File: config.mk
export PLATFORM = sky130hd
export DESIGN_NAME = word_wrap_min_square_slack_top
export DESIGN_NICKNAME = d
export VERILOG_FILES = /design/src/rtl/core/wwm_pkg.sv /design/src/rtl/core/word_wrap_min_square_slack_top.sv /design/src/rtl/core/wwm_front.sv /design/src/rtl/core/wwm_queue.sv /design/src/rtl/core/wwm_back.sv
export SDC_FILE = /design/constraint.sdc
export NUM_CORES = 2
export LEC_CHECK = 0
export BUFFER_PORTS_ARGS = -buffer_cell sky130_fd_sc_hd__buf_2
export CAP_MARGIN = 5
export CORE_MARGIN = 8
export CORE_UTILIZATION = 32
export DETAILED_ROUTE_END_ITERATION = 10
export PLACE_DENSITY = 0.46
export SETUP_SLACK_MARGIN = 0.02
export SLEW_MARGIN = 10
export SYNTH_ARGS = -nofsm -noshare
export SYNTH_HDL_FRONTEND = slang
export SYNTH_SLANG_ARGS = --single-unit
File: constraint.sdc
create_clock -name clk -period 20.7 [get_ports clk]
set_clock_uncertainty 0.2 [all_clocks]
set_input_delay 1.035 -clock clk [delete_from_list [all_inputs] [get_ports clk]]
set_output_delay 1.035 -clock clk [all_outputs]
set_load 0.1 [all_outputs]
File: src/rtl/core/wwm_pkg.sv
// ============================================================================
// wwm_pkg
// Shared widths, constants and the command format passed from the front end
// through the queue to the solver.
// ============================================================================
package wwm_pkg;

  localparam int MAX_WORDS   = 64;
  localparam int IDX_W       = 6;
  localparam int CNT_W       = 7;
  localparam int LEN_W       = 8;
  localparam int COST_W      = 23;
  localparam int OUT_COST_W  = 22;
  localparam int SLACK_W     = 16;
  localparam int SQ_W        = 16;
  localparam int QUEUE_DEPTH = 4;
  localparam int QPTR_W      = 2;
  localparam int QCNT_W      = 3;

  localparam logic [COST_W-1:0]     COST_INF     = {COST_W{1'b1}};
  localparam logic [OUT_COST_W-1:0] COST_OUT_MAX = {OUT_COST_W{1'b1}};
  localparam logic [CNT_W-1:0]      MAX_COUNT    = CNT_W'(MAX_WORDS);
  localparam logic [LEN_W-1:0]      WIDTH_RESET  = 8'd80;

  typedef struct packed {
    logic [LEN_W-1:0] len;
    logic [IDX_W-1:0] idx;
    logic             store;
    logic             last;
    logic             ovf;
    logic [CNT_W-1:0] n;
  } cmd_t;

endpackage

File: src/rtl/core/word_wrap_min_square_slack_top.sv
// ============================================================================
// word_wrap_min_square_slack_top
// Word wrap by minimum summed squared slack over all lines.
// ============================================================================
// Words are taken one per cycle while busy is low and pass through a
// four-entry request queue to the solver; busy rises while the queue is full,
// as it can be while the solver is still working on the previous paragraph.
// After the last word the solver makes one pass per start word through the
// cost and length stores. Lines then come out one at a time, each for one
// cycle on result_valid; results cannot be held off, so the receiver must
// take every strobe. Words past 64 are dropped and reported on overflowed.
// line_width resets to 80.
module word_wrap_min_square_slack_top (
  input  logic                            clk,
  input  logic                            rst,
  input  logic                            start,
  output logic                            busy,
  input  logic [wwm_pkg::LEN_W-1:0]       word_length,
  input  logic                            last_word,
  input  logic                            cfg_valid,
  output logic                            cfg_ready,
  input  logic [wwm_pkg::LEN_W-1:0]       cfg_data,
  output logic                            result_valid,
  output logic [wwm_pkg::IDX_W-1:0]       line_start,
  output logic [wwm_pkg::CNT_W-1:0]       line_end,
  output logic                            last_line,
  output logic [wwm_pkg::OUT_COST_W-1:0]  total_cost,
  output logic                            infeasible,
  output logic                            overflowed
);

  wwm_pkg::cmd_t              push_cmd;
  wwm_pkg::cmd_t              head;
  logic                       push;
  logic                       full;
  logic                       empty;
  logic                       pop;
  logic [wwm_pkg::LEN_W-1:0]  line_width;

  wwm_front u_front (
    .clk         (clk),
    .rst         (rst),
    .start       (start),
    .queue_full  (full),
    .word_length (word_length),
    .last_word   (last_word),
    .cfg_valid   (cfg_valid),
    .cfg_data    (cfg_data),
    .cfg_ready   (cfg_ready),
    .busy        (busy),
    .push        (push),
    .cmd         (push_cmd),
    .line_width  (line_width)
  );

  wwm_queue u_queue (
    .clk      (clk),
    .rst      (rst),
    .push     (push),
    .push_cmd (push_cmd),
    .pop      (pop),
    .full     (full),
    .empty    (empty),
    .head     (head)
  );

  wwm_back u_back (
    .clk          (clk),
    .rst          (rst),
    .q_empty      (empty),
    .q_head       (head),
    .q_pop        (pop),
    .line_width   (line_width),
    .result_valid (result_valid),
    .line_start   (line_start),
    .line_end     (line_end),
    .last_line    (last_line),
    .total_cost   (total_cost),
    .infeasible   (infeasible),
    .overflowed   (overflowed)
  );

endmodule

File: src/rtl/core/wwm_front.sv
// ============================================================================
// wwm_front
// Holds the width register, counts incoming words, decides whether each word
// is stored or dropped and builds the command for the solver queue.
// ============================================================================
module wwm_front (
  input  logic                       clk,
  input  logic                       rst,
  input  logic                       start,
  input  logic                       queue_full,
  input  logic [wwm_pkg::LEN_W-1:0]  word_length,
  input  logic                       last_word,
  input  logic                       cfg_valid,
  input  logic [wwm_pkg::LEN_W-1:0]  cfg_data,
  output logic                       cfg_ready,
  output logic                       busy,
  output logic                       push,
  output wwm_pkg::cmd_t              cmd,
  output logic [wwm_pkg::LEN_W-1:0]  line_width
);

  logic [wwm_pkg::CNT_W-1:0] word_count;
  logic                      overflow_seen;
  logic                      fits;

  assign cfg_ready = 1'b1;
  assign busy      = queue_full;
  assign push      = start && !busy;
  assign fits      = word_count < wwm_pkg::MAX_COUNT;

  always_comb begin
    cmd.len   = word_length;
    cmd.idx   = word_count[wwm_pkg::IDX_W-1:0];
    cmd.store = fits;
    cmd.last  = last_word;
    cmd.ovf   = overflow_seen || !fits;
    cmd.n     = fits ? word_count + 7'd1 : word_count;
  end

  always_ff @(posedge clk) begin
    if (rst) begin
      line_width    <= wwm_pkg::WIDTH_RESET;
      word_count    <= '0;
      overflow_seen <= 1'b0;
    end else begin
      if (cfg_valid && cfg_ready) begin
        line_width <= cfg_data;
      end
      if (push) begin
        if (last_word) begin
          word_count    <= '0;
          overflow_seen <= 1'b0;
        end else if (fits) begin
          word_count <= word_count + 7'd1;
        end else begin
          overflow_seen <= 1'b1;
        end
      end
    end
  end

endmodule

File: src/rtl/core/wwm_queue.sv
// ============================================================================
// wwm_queue
// Short command FIFO between the front end and the solver.
// ============================================================================
module wwm_queue (
  input  logic          clk,
  input  logic          rst,
  input  logic          push,
  input  wwm_pkg::cmd_t push_cmd,
  input  logic          pop,
  output logic          full,
  output logic          empty,
  output wwm_pkg::cmd_t head
);

  wwm_pkg::cmd_t                slots [wwm_pkg::QUEUE_DEPTH];
  logic [wwm_pkg::QPTR_W-1:0]   wr_ptr;
  logic [wwm_pkg::QPTR_W-1:0]   rd_ptr;
  logic [wwm_pkg::QCNT_W-1:0]   count;
  logic                         do_push;
  logic                         do_pop;

  assign full    = count == wwm_pkg::QCNT_W'(wwm_pkg::QUEUE_DEPTH);
  assign empty   = count == '0;
  assign head    = slots[rd_ptr];
  assign do_push = push && !full;
  assign do_pop  = pop && !empty;

  always_ff @(posedge clk) begin
    if (do_push) begin
      slots[wr_ptr] <= push_cmd;
    end
  end

  always_ff @(posedge clk) begin
    if (rst) begin
      wr_ptr <= '0;
      rd_ptr <= '0;
      count  <= '0;
    end else begin
      if (do_push) begin
        wr_ptr <= wr_ptr + 2'd1;
      end
      if (do_pop) begin
        rd_ptr <= rd_ptr + 2'd1;
      end
      unique case ({do_push, do_pop})
        2'b10:   count <= count + 3'd1;
        2'b01:   count <= count - 3'd1;
        default: count <= count;
      endcase
    end
  end

endmodule

File: src/rtl/core/wwm_back.sv
// ============================================================================
// wwm_back
// Solver: stores word lengths, runs the backward cost recurrence one row per
// start word through a three-stage slack/square/compare pipeline, then walks
// the chosen breaks and strobes one result per line.
// ============================================================================
module wwm_back (
  input  logic                            clk,
  input  logic                            rst,
  input  logic                            q_empty,
  input  wwm_pkg::cmd_t                   q_head,
  output logic                            q_pop,
  input  logic [wwm_pkg::LEN_W-1:0]       line_width,
  output logic                            result_valid,
  output logic [wwm_pkg::IDX_W-1:0]       line_start,
  output logic [wwm_pkg::CNT_W-1:0]       line_end,
  output logic                            last_line,
  output logic [wwm_pkg::OUT_COST_W-1:0]  total_cost,
  output logic                            infeasible,
  output logic                            overflowed
);

  localparam logic [2:0] ST_IDLE     = 3'd0;
  localparam logic [2:0] ST_ISSUE    = 3'd1;
  localparam logic [2:0] ST_DRAIN    = 3'd2;
  localparam logic [2:0] ST_WRITE    = 3'd3;
  localparam logic [2:0] ST_EMIT_RD  = 3'd4;
  localparam logic [2:0] ST_EMIT_OUT = 3'd5;

  logic [wwm_pkg::LEN_W-1:0]  len_mem  [wwm_pkg::MAX_WORDS];
  logic [wwm_pkg::COST_W-1:0] cost_mem [wwm_pkg::MAX_WORDS];
  logic [wwm_pkg::CNT_W-1:0]  brk_mem  [wwm_pkg::MAX_WORDS];

  logic [2:0]                  state;
  logic [wwm_pkg::CNT_W-1:0]   n;
  logic                        ovf;
  logic [wwm_pkg::IDX_W-1:0]   i;
  logic [wwm_pkg::IDX_W-1:0]   j;
  logic [wwm_pkg::CNT_W-1:0]   pos;
  logic [wwm_pkg::CNT_W-1:0]   n_m1;
  logic [wwm_pkg::IDX_W-1:0]   i_m1;
  logic [wwm_pkg::CNT_W-1:0]   j_p1;
  logic                        issue_v;
  logic                        issue_last;

  logic [wwm_pkg::LEN_W-1:0]   len_q;
  logic [wwm_pkg::COST_W-1:0]  cost_q;
  logic [wwm_pkg::CNT_W-1:0]   brk_q;

  logic                        p1_v, p1_first, p1_last;
  logic [wwm_pkg::IDX_W-1:0]   p1_j;
  logic signed [wwm_pkg::SLACK_W-1:0] slack;
  logic signed [wwm_pkg::SLACK_W-1:0] slack_next;

  logic                        p2_v, p2_last;
  logic [wwm_pkg::IDX_W-1:0]   p2_j;
  logic signed [wwm_pkg::SLACK_W-1:0] p2_slack;
  logic [wwm_pkg::COST_W-1:0]  p2_cost;

  logic                        p3_v, p3_last;
  logic [wwm_pkg::IDX_W-1:0]   p3_j;
  logic [wwm_pkg::COST_W-1:0]  p3_row;
  logic [wwm_pkg::COST_W-1:0]  p3_cost;

  logic [wwm_pkg::SQ_W-1:0]    square;
  logic [wwm_pkg::COST_W-1:0]  row_cost;
  logic [wwm_pkg::COST_W:0]    sum;
  logic [wwm_pkg::COST_W-1:0]  cand;
  logic [wwm_pkg::CNT_W-1:0]   cand_brk;
  logic                        take;

  logic [wwm_pkg::COST_W-1:0]  best;
  logic [wwm_pkg::CNT_W-1:0]   brk;
  logic                        have;

  assign n_m1       = q_head.n - 7'd1;
  assign i_m1       = i - 6'd1;
  assign j_p1       = {1'b0, j} + 7'd1;
  assign issue_v    = state == ST_ISSUE;
  assign issue_last = j_p1 == n;
  assign q_pop      = (state == ST_IDLE) && !q_empty;

  // length store
  always_ff @(posedge clk) begin
    if (q_pop && q_head.store) begin
      len_mem[q_head.idx] <= q_head.len;
    end
    len_q <= len_mem[j];
  end

  // cost and break stores
  always_ff @(posedge clk) begin
    if (state == ST_WRITE) begin
      cost_mem[i] <= best;
      brk_mem[i]  <= brk;
    end
    cost_q <= cost_mem[j_p1[wwm_pkg::IDX_W-1:0]];
    brk_q  <= brk_mem[pos[wwm_pkg::IDX_W-1:0]];
  end

  // stage 1: running slack
  always_comb begin
    if (p1_first) begin
      slack_next = $signed({8'd0, line_width}) - $signed({8'd0, len_q});
    end else begin
      slack_next = slack - $signed({8'd0, len_q}) - 16'sd1;
    end
  end

  // stage 2: squared slack
  assign square   = p2_slack[7:0] * p2_slack[7:0];
  assign row_cost = (p2_slack < 0) ? wwm_pkg::COST_INF : {7'd0, square};

  // stage 3: candidate and compare
  always_comb begin
    sum = {1'b0, p3_cost} + {1'b0, p3_row};
    if (p3_last) begin
      cand     = p3_row;
      cand_brk = n;
    end else begin
      if (p3_cost >= wwm_pkg::COST_INF || p3_row >= wwm_pkg::COST_INF ||
          sum >= {1'b0, wwm_pkg::COST_INF}) begin
        cand = wwm_pkg::COST_INF;
      end else begin
        cand = sum[wwm_pkg::COST_W-1:0];
      end
      cand_brk = {1'b0, p3_j} + 7'd1;
    end
    // ascending scan, ties go to the later break
    take = p3_v && (!have || cand <= best);
  end

  always_ff @(posedge clk) begin
    p1_j     <= j;
    p1_first <= j == i;
    p1_last  <= issue_last;
    if (p1_v) begin
      slack <= slack_next;
    end
    p2_j     <= p1_j;
    p2_last  <= p1_last;
    p2_slack <= slack_next;
    p2_cost  <= cost_q;
    p3_j     <= p2_j;
    p3_last  <= p2_last;
    p3_row   <= row_cost;
    p3_cost  <= p2_cost;
    if (take) begin
      best <= cand;
      brk  <= cand_brk;
    end
  end

  always_ff @(posedge clk) begin
    if (rst) begin
      state        <= ST_IDLE;
      p1_v         <= 1'b0;
      p2_v         <= 1'b0;
      p3_v         <= 1'b0;
      have         <= 1'b0;
      result_valid <= 1'b0;
      n            <= '0;
      ovf          <= 1'b0;
      i            <= '0;
      j            <= '0;
      pos          <= '0;
    end else begin
      p1_v         <= issue_v;
      p2_v         <= p1_v;
      p3_v         <= p2_v;
      result_valid <= 1'b0;
      if (take) begin
        have <= 1'b1;
      end
      unique case (state)
        ST_IDLE: begin
          if (q_pop && q_head.last) begin
            n     <= q_head.n;
            ovf   <= q_head.ovf;
            i     <= n_m1[wwm_pkg::IDX_W-1:0];
            j     <= n_m1[wwm_pkg::IDX_W-1:0];
            have  <= 1'b0;
            state <= ST_ISSUE;
          end
        end
        ST_ISSUE: begin
          if (issue_last) begin
            state <= ST_DRAIN;
          end else begin
            j <= j_p1[wwm_pkg::IDX_W-1:0];
          end
        end
        ST_DRAIN: begin
          if (p3_v && p3_last) begin
            state <= ST_WRITE;
          end
        end
        ST_WRITE: begin
          have <= 1'b0;
          if (i == '0) begin
            infeasible <= best >= wwm_pkg::COST_INF;
            total_cost <= (best >= wwm_pkg::COST_INF) ? wwm_pkg::COST_OUT_MAX
                                                      : best[wwm_pkg::OUT_COST_W-1:0];
            pos        <= '0;
            state      <= ST_EMIT_RD;
          end else begin
            i     <= i_m1;
            j     <= i_m1;
            state <= ST_ISSUE;
          end
        end
        ST_EMIT_RD: begin
          state <= ST_EMIT_OUT;
        end
        ST_EMIT_OUT: begin
          result_valid <= 1'b1;
          line_start   <= pos[wwm_pkg::IDX_W-1:0];
          line_end     <= brk_q;
          last_line    <= brk_q >= n;
          overflowed   <= ovf;
          if (brk_q >= n || brk_q <= pos) begin
            state <= ST_IDLE;
          end else begin
            pos   <= brk_q;
            state <= ST_EMIT_RD;
          end
        end
        default: state <= ST_IDLE;
      endcase
    end
  end

endmodule

# == Yosys cells after proc, flatten, opt, wreduce, memory -nomap -nowiden ==
# Memories as Yosys holds them, arrays and structs flattened. A register that Yosys moved wholly into a read port is not among the register bits.
# Index checks and enable logic that the tools add are counted.
# word_totals
ramBits,2528
word_cells,152
mem_count,4
input_bits,21
ff_bits,249
output_inout_bits,41
# classes
n_mux,36
reduce_logical,32
n_addsub,13
eq_ne,18
mul,1
n_bitwise,1
magnitude_cmp,9
# mem_list
name,depth,word_bits,rd,rd_ports_with_merged_regs,wr,line,text
u_back.cost_mem,64,23,1,1,1,wwm_back.sv:31,logic [wwm_pkg::COST_W-1:0] cost_mem [wwm_pkg::MAX_WORDS];
u_back.len_mem,64,8,1,1,1,wwm_back.sv:30,logic [wwm_pkg::LEN_W-1:0] len_mem [wwm_pkg::MAX_WORDS];
u_back.brk_mem,64,7,1,1,1,wwm_back.sv:32,logic [wwm_pkg::CNT_W-1:0] brk_mem [wwm_pkg::MAX_WORDS];
u_queue.slots,4,24,1,1,1,wwm_queue.sv:16,wwm_pkg::cmd_t slots [wwm_pkg::QUEUE_DEPTH];
# op_table
operator,count
$ge 23x23->1 const B,3
$mux 23,3
$mux 7,5
$add 23x23->24,1
$ge 24x23->1 const B,1
$le 23x23->1,1
$mux 6,3
$pmux 3 s6,1
$pmux 6 s3,1
$lt 16x1->1 const B,1
$mul 8x8->16,1
$mux 16,1
$sub 16x2->16 const B,1
$sub 16x9->16,1
$mux 3,5
$add 6x1->7 const B,2
$ne 2x2->1 const B,7
$pmux 7 s2,1
$pmux 6 s2,1
$reduce_and 3->1,4
$sub 6x1->6 const B,2
$mux 1,11
$eq 3x3->1 const B,3
$sub 8x8->9,1
27 further kinds,49

# == Logic depth before layout (Yosys ltp) ==
# depth
ltp_word,11
ltp_mapped,18
depth_no_buf,18

# == Modules after synthesis ==
# Synthesis repeated with hierarchy kept, for this count alone.
# unflattened
cells_unflattened,5027
area_unflattened_um2,109555.1
# modules_own_cells
module,cells_each,seq_area_each_um2,n_inst,area_each_um2
wwm_back,4751,78895.7,1,104714.2
wwm_queue,180,3062.9,1,3978.8
wwm_front,96,320.3,1,862.1

# == Worst setup path after synthesis ==
# Ideal clock, no wire load.
# synth_path
kind,register to register
startpoint,register u_back.p3_row[21] in the netlist's numbering
endpoint,"register u_back.best[0] in the netlist's numbering, enable pin"
path_buffers,3
setup_ps,461
setup_slack_ps,14205
required_time_ps,20039
arrival_time_ps,5834
stages_incl_launch_ff,19
synth_period_minus_slack_ps,6495
cell_sequence,dfxtp_1 -> ha_1 -> clkbuf_1 -> a21oi_1 -> o21ai_0 -> a21oi_1 -> o2111a_1 -> and3_1 -> clkbuf_1 -> clkbuf_1 -> nor2_1 -> a31o_2 -> ha_1 -> nand4_1 -> or4_1 -> o21ai_0 -> or3_1 -> a31oi_1 -> nor3b_1
# synth_between
elab_chain_cells,8
elab_cells_between_ends,10
classes_between,add/sub (1); order compare (3); mux (2); reduce/logical (4)
# synth_lines
element,line,text
start: declaration,wwm_back.sv:62,logic [wwm_pkg::COST_W-1:0] p3_row;
start signal: assignment,wwm_back.sv:146,p3_row <= row_cost;
$add 23x23->24 / $ge 23x23->1 (equally long branches),"wwm_back.sv:116, wwm_back.sv:121",
$ge 24x23->1 / $logic_or 1x1->1 (equally long branches),"wwm_back.sv:122, wwm_back.sv:121",
$logic_or 1x1->1,wwm_back.sv:121,if (p3_cost >= wwm_pkg::COST_INF || p3_row >= wwm_pkg::COST_INF ||
$mux 23 (*),wwm_back.sv:121,
$mux 23 (*),wwm_back.sv:117,if (p3_last) begin
"net u_back.cand, one bit",wwm_back.sv:68,logic [wwm_pkg::COST_W-1:0] cand;
$le 23x23->1 (*),wwm_back.sv:130,take = p3_v && (!have || cand <= best);
$logic_or 1x1->1 (*),wwm_back.sv:130,
$logic_and 1x1->1 (*),wwm_back.sv:130,
net u_back.take,wwm_back.sv:70,logic take;
end signal: assignment,wwm_back.sv:149,best <= cand;
end: declaration,wwm_back.sv:72,logic [wwm_pkg::COST_W-1:0] best;
# Mark *: on every way through the listed nets, which the timed path passes. The rest lies on a longest branch.
# A chain may end at the register's enable or synchronous reset.

# == Worst setup path in the final report ==
# layout_path
startpoint,register u_back.p3_row[21] in the netlist's numbering
endpoint,"register u_back.brk[4] in the netlist's numbering, enable pin"
# layout_between
elab_chain_cells,8
elab_cells_between_ends,10
classes_between,add/sub (1); order compare (3); mux (2); reduce/logical (4)
# layout_lines
element,line,text
$add 23x23->24 / $ge 23x23->1 (equally long branches),"wwm_back.sv:116, wwm_back.sv:121",
$ge 24x23->1 / $logic_or 1x1->1 (equally long branches),"wwm_back.sv:122, wwm_back.sv:121",
$logic_or 1x1->1 (*),wwm_back.sv:121,
$mux 23 (*),wwm_back.sv:121,
$mux 23 (*),wwm_back.sv:117,
"net u_back.cand, one bit",wwm_back.sv:68,
$le 23x23->1 (*),wwm_back.sv:130,
$logic_or 1x1->1 (*),wwm_back.sv:130,
$logic_and 1x1->1 (*),wwm_back.sv:130,
net u_back.take,wwm_back.sv:70,
end signal: assignment,wwm_back.sv:150,brk <= cand_brk;
end: declaration,wwm_back.sv:73,logic [wwm_pkg::CNT_W-1:0] brk;
# Marked as above.

==> flow_summary.ini <==
[outcome]
outcome = finished, final reports clean

[global_route]
grt_use_total = 0.1577
gr-usage-met1 = 0.2249
antenna_found_initial = 40
use_met3 = 0.03194
grt.busiest_layer = met2
met2_usage = 0.2495
grt_max_degree = 97
grt_pass1_vias = 53230
grt_first_pass_wirelength_mm = 412.3
overflow = 0

[cells_and_area]
fillerInstances = 31150
layout-drive-gt1-share = 0.2802
area_growth_pct = 14.84
fin_nets = 5481

[pwr]
total_power_mw = 17.72
powerDensity_nw_per_um2 = 140.7
peakVddDrop_mv = 0.2739
leakagePower_nw = 38.90

[sta]
finalCritPeriodShare = 0.3076
fin_crit_ps = 6366
final-setup-viol-count = 0
slew_violations = 0
rsz0062_at_grt = false
worstMarginPinSlew_ps = 1171
max_slew_margin = 0.2164
finalHoldViolCount = 0
fin_setup_tns_ps = 0
max_freq_mhz = 157.1

[die]
chipWidth_um = 601.4
start_util = 0.3205
die_y_um = 601.4
core_um2 = 342200
pin_count = 62
die_area_um2 = 361700
row_count = 215

[worst_setup_path]
cp_slowest_cell = nor3b_2
crit_path_end_kind = flop
path_delay_family = simple AND/OR/NAND/NOR gates
required_ps = 21030
reg2reg_depth = 16
worstPathArrival_ps = 6690
cp_cell_sequence = ha_1 -> nand2_1 -> or2_2 -> or3_1 -> a31o_2 -> and3_1 -> and2_1 -> a211oi_1 -> ha_1 -> nand4_1 -> or4_1 -> o21ai_0 -> or3_1 -> a31oi_1 -> nor3b_2 -> buf_4
startpoint_type = flop
r2r_setup_slack_ps = 14330
critical_path.max_fanout = 23
crit_type = reg -> reg
rr_endpoint = u_back.brk[4]$_DFFE_PP_
slowest_delay_ps = 950
worstReg2RegStart = u_back.p3_row[21]$_DFF_P_
path_buf_inv = 1

[detailed_routing]
first_pass_iters = 5
wl_mm = 292.2
wl_per_cell_um = 28.90
vias_per_cell = 5.088
vias = 51452
drt_iter0_markers = 4859
drtAntennaViolNets = 0
drc = 0

[yosys]
syn_inst = 5065
synthMuxAreaShare = 0.1716
ys_ff_latch = 2804
async_flop_share = 0
yosys.area_share.simple = 0.02314
synth_edf_count = 2612
synth-compound-area-share = 0.01537
synth_adder_area_share = 0.01853
ys_types = 64
netlist_area_um2 = 109700
synth.avg_cell_area_um2 = 21.65
synth_xor_area_frac = 0.006993
synth_nets = 5231
ys_seq_area_frac = 0.7502
synth_top_family_by_area = multiplexers
yosys_warnings = 0
ys.flop_type = edfxtp_1

[clock_tree]
cts_buffers = 301
clock_latency_ps = 840
postCtsResizedCells = 0
clk_path_buf_depth = 4
cts_root_buf = clkbuf_16
htree_levels = 5
cts_tree = built
postCtsSetupRepairBufs = 0
cts_sinks = 2804
clk_pin_slew_ps = 60
hold_buffers = 0

[place]
dp_hpwl_mm = 166.6
place_congestion = 0.8189
port-buffer-count = 60

[min_path]
hp-start = u_back.p1_j[4]$_DFF_P_
min_to = u_back.p2_j[4]$_DFF_P_
hold_depth = 0
hp-class = reg -> reg

[run]
cap_violations = 0
-- worst max-delay path by stage --
| stage | start | endpoint | cells past startpoint |
|---|---|---|---|
| 4_1_cts | u_back.p3_row[21]$_DFF_P_ | u_back.brk[4]$_DFFE_PP_ | 16 |
| 5_1_grt | u_back.p3_row[21]$_DFF_P_ | u_back.brk[4]$_DFFE_PP_ | 16 |
| 3_5_place_dp | u_back.p3_row[21]$_DFF_P_ | u_back.brk[1]$_DFFE_PP_ | 16 |
| 3_3_place_gp | u_back.p3_row[21]$_DFF_P_ | u_back.brk[1]$_DFFE_PP_ | 16 |
| 6_report | u_back.p3_row[21]$_DFF_P_ | u_back.brk[4]$_DFFE_PP_ | 16 |
| 2_1_floorplan | u_back.p3_row[21]$_DFF_P_ | u_back.best[0]$_DFFE_PP_ | 18 |
-- where the power goes --
group	internal [mW]	leakage (nW)	switching, mW
Combinational	2.36	9.07	3.22
Clock	3.11	4.72	2.20
Sequential	6.62	25.1	0.218
-- cells in the mapped netlist, types with 21 or more instances --
cell | number | area (um2)
edfxtp_1 | 2612 | 78440
mux4_2 | 822 | 18510
nor2_1 | 223 | 837.1
dfxtp_1 | 192 | 3844
clkbuf_1 | 149 | 559.3
inv_1 | 117 | 439.2
ha_1 | 116 | 1451
nand2_1 | 84 | 315.3
a21oi_1 | 82 | 410.4
buf_2 | 71 | 355.3
o21ai_0 | 60 | 300.3
xnor2_1 | 53 | 464.2
nand3_1 | 41 | 205.2
nand2b_1 | 33 | 206.5
xor2_1 | 32 | 280.3
buf_1 | 29 | 108.9
fa_1 | 29 | 580.6
a21o_1 | 27 | 202.7
nand4_1 | 26 | 162.7
mux2i_1 | 25 | 250.2
nor2b_1 | 22 | 137.6
nor3_1 | 21 | 105.1
-- cell usage in the layout (no fill, tap or decap), types with 13 or more instances in the layout --
cell type / instances
bufinv_16: 21
and2_1: 17
clkbuf_16: 317
ha_1: 115
nand3_1: 41
clkinv_2: 45
buf_2: 59
nor2_4: 62
a2bb2oi_1: 13
nand4_1: 26
inv_1: 116
nand2b_1: 33
o21ai_0: 60
buf_4: 145
edfxtp_1: 2612
xor2_1: 31
nor3_1: 20
clkinv_1: 46
mux4_2: 822
nor2_1: 160
or3_1: 14
mux2i_1: 25
a21oi_1: 82
nand3b_1: 14
dfxtp_1: 184
fa_1: 29
nand2_1: 84
nor2b_1: 21
clkbuf_1: 72
a21o_1: 27
xnor2_1: 50
-- per-layer routing --
metal	routed length, um	vias to the layer above
li1	-	21518
met1	129600	28066
met2	136600	1496
met3	19300	360
met4	6644	12
met5	69	-
-- cells by family (layout without fill, tap and decap cells) --
| group | count (synthesis) | count (layout) |
|---|---|---|
| fa+ha+maj | 145 | 145 |
| compound gates | 266 | 266 |
| simple gates | 533 | 533 |
| other cells | 1 | 7 |
| xor+xnor | 86 | 86 |
| buf+inv | 378 | 862 |
| mux | 852 | 852 |
| flops | 2804 | 2804 |
-- cell type report --
cell class / instances / area (um2) / area share
well taps: 4557 / 5702 / 0.04527
flip-flops and latches: 2804 / 82300 / 0.6534
clock inverters: 135 / 1274 / 0.01011
repair buffers: 207 / 1444 / 0.01146
clock buffers: 402 / 8376 / 0.06650
multi-input cells: 1883 / 26390 / 0.2096
diodes: 6 / 15.01 / 0.0001192
inverters: 118 / 442.9 / 0.003517
-- flip-flops by register name, summed over array words and instances, names as in the netlist, 7 cells and up, named ones only --
name and flops:
u_back.best 23, u_back.brk 7, u_back.n 7, u_back.p3_row 17, u_back.p3_cost 23, u_back.len_mem 512, u_front.line_width 8, u_front.word_count 7
u_back.len_q 8, u_back.p2_slack 9, u_back.brk_q 7, u_back.cost_q 23, u_back.p2_cost 23, u_queue.slots 96, u_back.pos 7, u_back.brk_mem 448
u_back.line_end 7, u_back.cost_mem 1472, u_back.total_cost 22, u_back.slack 16
-- stage by stage --
step	instance area, um2	setup WS [ps]	cells	util	hold WS (ps)
4_1_cts	125900	14400	10106	0.3680	125.1
3_5_place_dp	116300	14410	9569	0.3398	112.1
3_3_place_gp	116300	14360	9569	0.3398	110.0
6_report	125900	14330	10112	0.3681	125.8
2_1_floorplan	109700	14210	5065	-	109.6
5_1_grt	125900	14030	10108	0.3680	128.8
(Power assumes the default switching activity.)
